===== config.mk =====
export PLATFORM = sky130hd
export DESIGN_NAME = balance_block_codec_crc16_core
export DESIGN_NICKNAME = d
export VERILOG_FILES = /design/src/rtl/core/bbc_pkg.sv /design/src/rtl/core/bbc_lane.sv /design/src/rtl/core/bbc_merge.sv /design/src/rtl/core/balance_block_codec_crc16_core.sv
export SDC_FILE = /design/constraint.sdc
export NUM_CORES = 1
export LEC_CHECK = 0
export ABC_AREA = 1
export BUFFER_PORTS_ARGS = -buffer_cell sky130_fd_sc_hd__buf_2
export CAP_MARGIN = 20
export CORE_UTILIZATION = 35
export DETAILED_ROUTE_END_ITERATION = 6
export GPL_TIMING_DRIVEN = 0
export SETUP_SLACK_MARGIN = 0.1
export SLEW_MARGIN = 20
export SYNTH_ARGS = -nofsm -noshare
export SYNTH_HDL_FRONTEND = slang
export SYNTH_SLANG_ARGS = --single-unit

===== constraint.sdc =====
create_clock -name clk -period 9.6 [get_ports clk]
set_clock_uncertainty 0.2 [all_clocks]
set_input_delay 1.92 -clock clk [delete_from_list [all_inputs] [get_ports clk]]
set_output_delay 1.92 -clock clk [all_outputs]
set_load 0.01 [all_outputs]

===== src/rtl/core/bbc_pkg.sv =====
`default_nettype none
// ----------------------------------------------------------------------------
// bbc_pkg
// Shared types, constants and the CRC-16/Modbus byte update for the balance
// block codec.
// ----------------------------------------------------------------------------
package bbc_pkg;

  localparam int unsigned LANES     = 8;
  localparam int unsigned BYTE_W    = 8;
  localparam int unsigned BAL_W     = 16;
  localparam int unsigned DATA_W    = LANES * BYTE_W;
  localparam int unsigned CHECK_W   = 16;
  localparam int unsigned LANE_STEP = 9;
  localparam int unsigned S2_BYTES  = 5;   // bytes folded into the CRC in stage 2

  localparam logic [15:0] CRC_INIT = 16'hFFFF;
  localparam logic [15:0] CRC_POLY = 16'hA001;

  typedef enum logic {
    OP_ENCODE = 1'b0,
    OP_DECODE = 1'b1
  } op_t;

  typedef struct packed {
    logic                 op;
    logic [BAL_W-1:0]     balance;
    logic [DATA_W-1:0]    data_bytes;
    logic [CHECK_W-1:0]   check_bytes;
  } in_t;

  typedef struct packed {
    logic [BAL_W-1:0]     balance_out;
    logic                 crc_ok;
    logic [DATA_W-1:0]    block_data;
    logic [CHECK_W-1:0]   block_check;
  } out_t;

  // Mapped beat after the lanes: block bytes and the balance the lanes read
  // back out of them.
  typedef struct packed {
    op_t                  op;
    logic [DATA_W-1:0]    bytes;
    logic [CHECK_W-1:0]   check;
    logic [BAL_W-1:0]     bal;
  } s1_t;

  function automatic logic [15:0] crc_byte(logic [15:0] acc, logic [7:0] b);
    logic [15:0] a;
    a = acc ^ {8'h00, b};
    for (int k = 0; k < 8; k++) begin
      if (a[0]) begin
        a = (a >> 1) ^ CRC_POLY;
      end else begin
        a = a >> 1;
      end
    end
    return a;
  endfunction

endpackage
`default_nettype wire


===== src/rtl/core/bbc_lane.sv =====
`default_nettype none
// ----------------------------------------------------------------------------
// bbc_lane
// One byte lane: maps a balance bit pair to its block byte and a block byte
// back to its bit pair.
// ----------------------------------------------------------------------------
module bbc_lane (
  input  wire logic [1:0] pair_in,   // [1] higher balance bit, [0] lower
  input  wire logic [7:0] byte_in,
  input  wire logic [7:0] ofs,
  output logic      [7:0] enc_byte,
  output logic      [1:0] dec_pair   // [1] higher balance bit, [0] lower
);
  import bbc_pkg::*;

  logic [7:0] code;
  logic [7:0] plain;

  // code bit 0 carries the higher bit of the pair
  assign code     = {6'b0, pair_in[0], pair_in[1]};
  assign enc_byte = ~(code + ofs);

  assign plain    = (~byte_in) - ofs;
  assign dec_pair = {plain[0], plain[1]};

endmodule
`default_nettype wire


===== src/rtl/core/bbc_merge.sv =====
`default_nettype none
// ----------------------------------------------------------------------------
// bbc_merge
// Merging stage: CRC over the lane bytes in two registered halves, CRC check
// on decode and the output register.
// ----------------------------------------------------------------------------
module bbc_merge (
  input  wire logic          clk,
  input  wire logic          rst_n,
  input  wire logic          s1_valid,
  input  wire bbc_pkg::s1_t  s1_data,
  output logic               s1_ready,
  output logic               out_valid,
  input  wire logic          out_stall,
  output bbc_pkg::out_t      out_data
);
  import bbc_pkg::*;

  logic        v2_r, v2_nxt;
  s1_t         s2_r;
  logic [15:0] acc2_r, acc2_nxt;
  logic        vo_r, vo_nxt;
  out_t        out_r, out_nxt;
  logic        ld2, ld3;
  logic [15:0] crc_data;
  logic [15:0] crc_full;

  assign ld3      = v2_r && (!vo_r || !out_stall);
  assign s1_ready = !v2_r || ld3;
  assign ld2      = s1_valid && s1_ready;

  // first half of the CRC: bytes 0..4
  always_comb begin
    acc2_nxt = CRC_INIT;
    for (int i = 0; i < S2_BYTES; i++) begin
      acc2_nxt = crc_byte(acc2_nxt, s1_data.bytes[i*BYTE_W +: BYTE_W]);
    end
  end

  // second half: bytes 5..7, then the two check bytes for decode
  always_comb begin
    crc_data = acc2_r;
    for (int i = S2_BYTES; i < LANES; i++) begin
      crc_data = crc_byte(crc_data, s2_r.bytes[i*BYTE_W +: BYTE_W]);
    end
    crc_full = crc_byte(crc_byte(crc_data, s2_r.check[7:0]), s2_r.check[15:8]);
  end

  always_comb begin
    out_nxt = '0;
    unique case (s2_r.op)
      OP_ENCODE: begin
        out_nxt.crc_ok      = 1'b1;
        out_nxt.block_data  = s2_r.bytes;
        out_nxt.block_check = crc_data;
      end
      OP_DECODE: begin
        out_nxt.crc_ok      = (crc_full == 16'h0000);
        out_nxt.balance_out = (crc_full == 16'h0000) ? s2_r.bal : '0;
      end
      default: out_nxt = '0;
    endcase
  end

  always_comb begin
    v2_nxt = v2_r;
    if (ld2) begin
      v2_nxt = 1'b1;
    end else if (ld3) begin
      v2_nxt = 1'b0;
    end
    vo_nxt = vo_r;
    if (ld3) begin
      vo_nxt = 1'b1;
    end else if (!out_stall) begin
      vo_nxt = 1'b0;
    end
  end

  always_ff @(posedge clk) begin
    if (!rst_n) begin
      v2_r <= 1'b0;
      vo_r <= 1'b0;
    end else begin
      v2_r <= v2_nxt;
      vo_r <= vo_nxt;
    end
  end

  always_ff @(posedge clk) begin
    if (ld2) begin
      s2_r   <= s1_data;
      acc2_r <= acc2_nxt;
    end
    if (ld3) begin
      out_r <= out_nxt;
    end
  end

  assign out_valid = vo_r;
  assign out_data  = out_r;

endmodule
`default_nettype wire


===== src/rtl/core/balance_block_codec_crc16_core.sv =====
`default_nettype none
// ----------------------------------------------------------------------------
// balance_block_codec_crc16_core
// Stored-value balance block codec with CRC-16/Modbus.
//
// Encode (op = 0) spreads the 16-bit balance over eight block bytes, two bits
// per byte with a per-byte offset of 9*i and inversion, and appends the
// CRC-16/Modbus of those bytes (low byte first in block_check). Decode
// (op = 1) checks the CRC over all ten bytes; on a good check the balance is
// recovered and crc_ok is set, otherwise balance_out is zero and crc_ok
// clear. On decode block_data and block_check are zero; on encode
// balance_out is zero and crc_ok is one. The constant 0xFF pad bytes of the
// card block are not carried. Throughput is one beat per clock while the
// output is not stalled. There are three register stages: stage 1 runs
// eight byte lanes in parallel, stages 2 and 3 split the 80-bit CRC fold
// into halves, the last one being the output register. A stalled output
// only backs up the pipeline once every stage holds a beat. No
// configuration, no state between beats.
// ----------------------------------------------------------------------------
module balance_block_codec_crc16_core (
  input  wire logic           clk,
  input  wire logic           rst_n,
  input  wire logic           in_valid,
  output logic                in_stall,
  input  wire bbc_pkg::in_t   in_data,
  output logic                out_valid,
  input  wire logic           out_stall,
  output bbc_pkg::out_t       out_data
);
  import bbc_pkg::*;

  logic              s1_valid_r, s1_valid_nxt;
  s1_t               s1_r, s1_nxt;
  logic              s1_ready;
  logic              ld1;
  logic [DATA_W-1:0] enc_bytes;
  logic [BAL_W-1:0]  dec_bal;

  // Byte lanes: lane i owns balance bits 15-2i and 14-2i and block byte i.
  for (genvar i = 0; i < LANES; i++) begin : g_lane
    bbc_lane u_lane (
      .pair_in  (in_data.balance[BAL_W-1-2*i -: 2]),
      .byte_in  (in_data.data_bytes[i*BYTE_W +: BYTE_W]),
      .ofs      (8'(i * LANE_STEP)),
      .enc_byte (enc_bytes[i*BYTE_W +: BYTE_W]),
      .dec_pair (dec_bal[BAL_W-1-2*i -: 2])
    );
  end

  // stage 1 register holds the block bytes that go through the CRC:
  // freshly encoded ones, or the received ones on decode
  always_comb begin
    s1_nxt.op    = op_t'(in_data.op);
    s1_nxt.check = in_data.check_bytes;
    s1_nxt.bal   = dec_bal;
    unique case (op_t'(in_data.op))
      OP_ENCODE: s1_nxt.bytes = enc_bytes;
      OP_DECODE: s1_nxt.bytes = in_data.data_bytes;
      default:   s1_nxt.bytes = enc_bytes;
    endcase
  end

  assign in_stall = s1_valid_r && !s1_ready;
  assign ld1      = in_valid && !in_stall;

  always_comb begin
    s1_valid_nxt = s1_valid_r;
    if (ld1) begin
      s1_valid_nxt = 1'b1;
    end else if (s1_ready) begin
      s1_valid_nxt = 1'b0;
    end
  end

  always_ff @(posedge clk) begin
    if (!rst_n) begin
      s1_valid_r <= 1'b0;
    end else begin
      s1_valid_r <= s1_valid_nxt;
    end
  end

  always_ff @(posedge clk) begin
    if (ld1) begin
      s1_r <= s1_nxt;
    end
  end

  // CRC merge and output register
  bbc_merge u_merge (
    .clk       (clk),
    .rst_n     (rst_n),
    .s1_valid  (s1_valid_r),
    .s1_data   (s1_r),
    .s1_ready  (s1_ready),
    .out_valid (out_valid),
    .out_stall (out_stall),
    .out_data  (out_data)
  );

endmodule
`default_nettype wire


==> reports/metrics.yaml <==
clocking:
  cts_tree: "yes"
  post_cts_buffers: 0
  clk_pin_slew_ns: 0.06
  cts.sinks: 310
  ctsResizeCount: 0
  clk_latency_ns: 0.51
  hold_buffers: 0
  cts_made_buffers: 36
  cts_root_buffer: "clkbuf_16"
  clockBufferDepth: 3
  h-tree-depth: 2
placed_design:
  port_buffers: 199
  pre_cts_ws_ns: 3.55
  dpl.hpwl_um: 21900
  gp_congestion: 0.853
floorplan:
  start_util: 0.358
  dieArea_mm2: 0.0384
  die_w_um: 196
  core_mm2: 0.0368
  die_h_um: 196
  ioPinCount: 200
  rows: 70
final_layout:
  final_layout_size_suffix_gt1_frac: 0.274
  layout.nets: 1362
  ff_latch_area_mm2: 0.00928
  area_growth_pct: 23.0
  finish.utilization: 0.440
  multi_input_comb_area_mm2: 0.00327
  fill_cells: 3449
timing:
  fin_worst_hold_slack_ns: 0.212
  tightest_slew_ns: 0.821
  setup_slack_ns: 3.54
  slew_headroom: 0.452
  fin_crit_sh: 0.632
  layout_min_cycle_time_ns: 6.06
  setup_viol: 0
  hold_viol: 0
  finalSetupTns_ns: 0
  rsz0062_at_grt: "no"
  fmax_ghz: 0.165
  slew_viol_final: 0
power_and_ir_drop:
  comb_power_share: 0.366
  switching_share: 0.349
  p_seq_frac: 0.353
  power_mw: 4.73
  p_per_area_mw_per_mm2: 293
  pwr-share-clk: 0.280
  p_leak_nw: 6.68
  power_switching_mw: 1.65
  internal_power_mw: 3.08
  vdd_ir_drop_max_uv: 314
flow_run:
  maxCapViolations: 0
critical_path:
  endpoint_kind: "flop"
  worstRegToRegCells: 40
  cp-start-kind: "flop"
  r2r-start: "u_merge.s2_r[80]"
  slowest_delay_ns: 0.59
  cp_slowest_cell: "a2111oi_0"
  crit_fanout: 10
  crit_required_ns: 9.78
  rr_endpoint: "u_merge.out_data[88]"
  reg2reg_slack_ns: 3.54
  cp-startpoint: "u_merge.s2_r[80]"
  path_common_cell: "nand2_2"
  arrival_ns: 6.24
  worstSetupPathType: "flop to flop"
outcome:
  outcome: "completed"
min_path:
  min_path_type: "flop to flop"
  hold_path_end: "u_merge.s2_r[94]"
  min_from: "s1_r[94]"
  hold_path_depth: 0
grt:
  grt-ovfl-total: 0
  grt.total_usage: 0.156
  antenna_found_initial: 4
  grt_max_degree: 59
  grt_pass1_wl_um: 44400
  first_global_vias: 7752
synthesis:
  synth_edf_count: 307
  yosysWarnings: 0
  synth_cell_types: 32
  synth.avg_cell_area_um2: 13.0
  synth_seq_cells: 310
  synth_area_mm2: 0.0132
  ys_seq_area_frac: 0.705
  synth_ff_type: "edfxtp_1"
  synth_nets: 1115
  ys_async_sr_fraction: 0
  syn_inst: 1009
routing:
  via_per_inst: 4.36
  routed_wl_um: 29400
  drt_iter0_drc: 410
  ant_nets: 0
  vias: 7641
  firstDrtPassIters: 5
  wl_per_cell_um: 16.8
  drc: 0
registers in the layout, summed over array words and instances, names as in the netlist:
signal             flops
s1_r                  97
s1_valid_r             1
u_merge.acc2_r        16
u_merge.out_data      97
u_merge.out_valid      1
u_merge.s2_r          97
u_merge.v2_r           1
worst max path at each step:
| stage | end | slack, ns | cells past startpoint |
|---|---|---|---|
| finish | u_merge.out_data[88] | 3.54 | 40 |
| global route | u_merge.out_data[91] | 2.87 | 39 |
| CTS | u_merge.out_data[88] | 3.50 | 37 |
| detailed placement | u_merge.out_data[88] | 3.55 | 37 |
| global placement | u_merge.out_data[5] | -0.64 | 2 |
| floorplan | u_merge.out_data[0] | 2.19 | 1 |
layout make-up:
type | count | area share
tap | 468 | 0.0362
inverter | 146 | 0.0342
clock inverter | 22 | 0.0123
antenna | 2 | 0.000309
clock buffer | 44 | 0.0589
sequential | 310 | 0.574
buffer | 19 | 0.00487
timing repair buffer | 209 | 0.0777
multi-input combinational | 534 | 0.202
kinds of logic (layout without fill, tap and decap cells):
kind of cell / Yosys count / after routing / share of synthesized area
and+or+nand+nor: 346 / 346 / 0.119
DFF: 310 / 310 / 0.705
buffers and inverters: 165 / 440 / 0.0476
xor gates and xnor gates: 159 / 159 / 0.112
AOI/OAI and AO/OA: 24 / 24 / 0.0109
adders and majority gates: 5 / 5 / 0.00476
other: 0 / 2 / 0
cells in the mapped netlist (2+ instances only):
master      n  area [um2]
edfxtp_1  307        9220
ha_1        5        62.6
o21ai_0    11        55.1
nand3_2    11         110
nand2_1   143         537
inv_2       9        33.8
or2_2      27         169
xnor2_2     3        48.8
inv_1     137         514
xnor2_1    66         578
or2_1       2        12.5
nand2_2    19         119
a21oi_1     5        25.0
nor2_1     99         372
xor2_1     84         736
clkbuf_1   18        67.6
nor2_2      9        56.3
nand2_4     2        22.5
dfxtp_1     3        60.1
o211ai_1    2        15.0
o21a_1      3        22.5
nand3_1    30         150
xor2_2      5        81.3
cell usage in the layout (no fill, tap or decap), types with 9 or more instances in the layout:
cell type	netlist	final
edfxtp_1	307	307
nand2_2	19	19
inv_1	137	136
or2_2	27	27
nand3_1	30	30
nor2_1	99	98
xor2_1	84	84
nand3_2	11	11
clkbuf_16	0	37
inv_2	9	9
nand2_1	143	143
clkbuf_1	18	25
buf_2	0	199
xnor2_1	66	66
nor2_2	9	9
o21ai_0	11	11
layer usage:
| layer | track usage | routed length, um | vias to the layer above |
|---|---|---|---|
| li1 | - | - | 3802 |
| met4 | 0.0466 | 656 | 2 |
| met5 | 0 | 13 | - |
| met3 | 0.0323 | 1450 | 55 |
| met2 | 0.260 | 13800 | 191 |
| met1 | 0.204 | 13500 | 3591 |
worst max-delay path: cells and delay by family, from the launching register on:
kind,cells,cell delay (ns)
buffers and inverters,3,0.36
xor gates and xnor gates,2,0.61
adders and majority gates,1,0.13
DFF,1,0.46
and+or+nand+nor,30,3.05
AOI/OAI and AO/OA,4,1.15
power groups by stage:
stage / Sequential [mW] / Combinational, mW / Clock [mW]
after floorplan: 1.70 / 1.36 / 0
after global placement: 1.71 / 1.67 / 0
after detailed placement: 1.70 / 1.73 / 0
after CTS: 1.67 / 1.74 / 1.36
after global routing: 1.68 / 1.95 / 1.41
final: 1.67 / 1.73 / 1.33
per-stage QoR:
step / instance area (um2) / cells
after floorplan: 13200 / 1009
after global placement: 14700 / 1676
after detailed placement: 15000 / 1686
after CTS: 16200 / 1752
after global routing: 16200 / 1752
final: 16200 / 1754
Note: power is estimated with default switching activity, not from simulation.
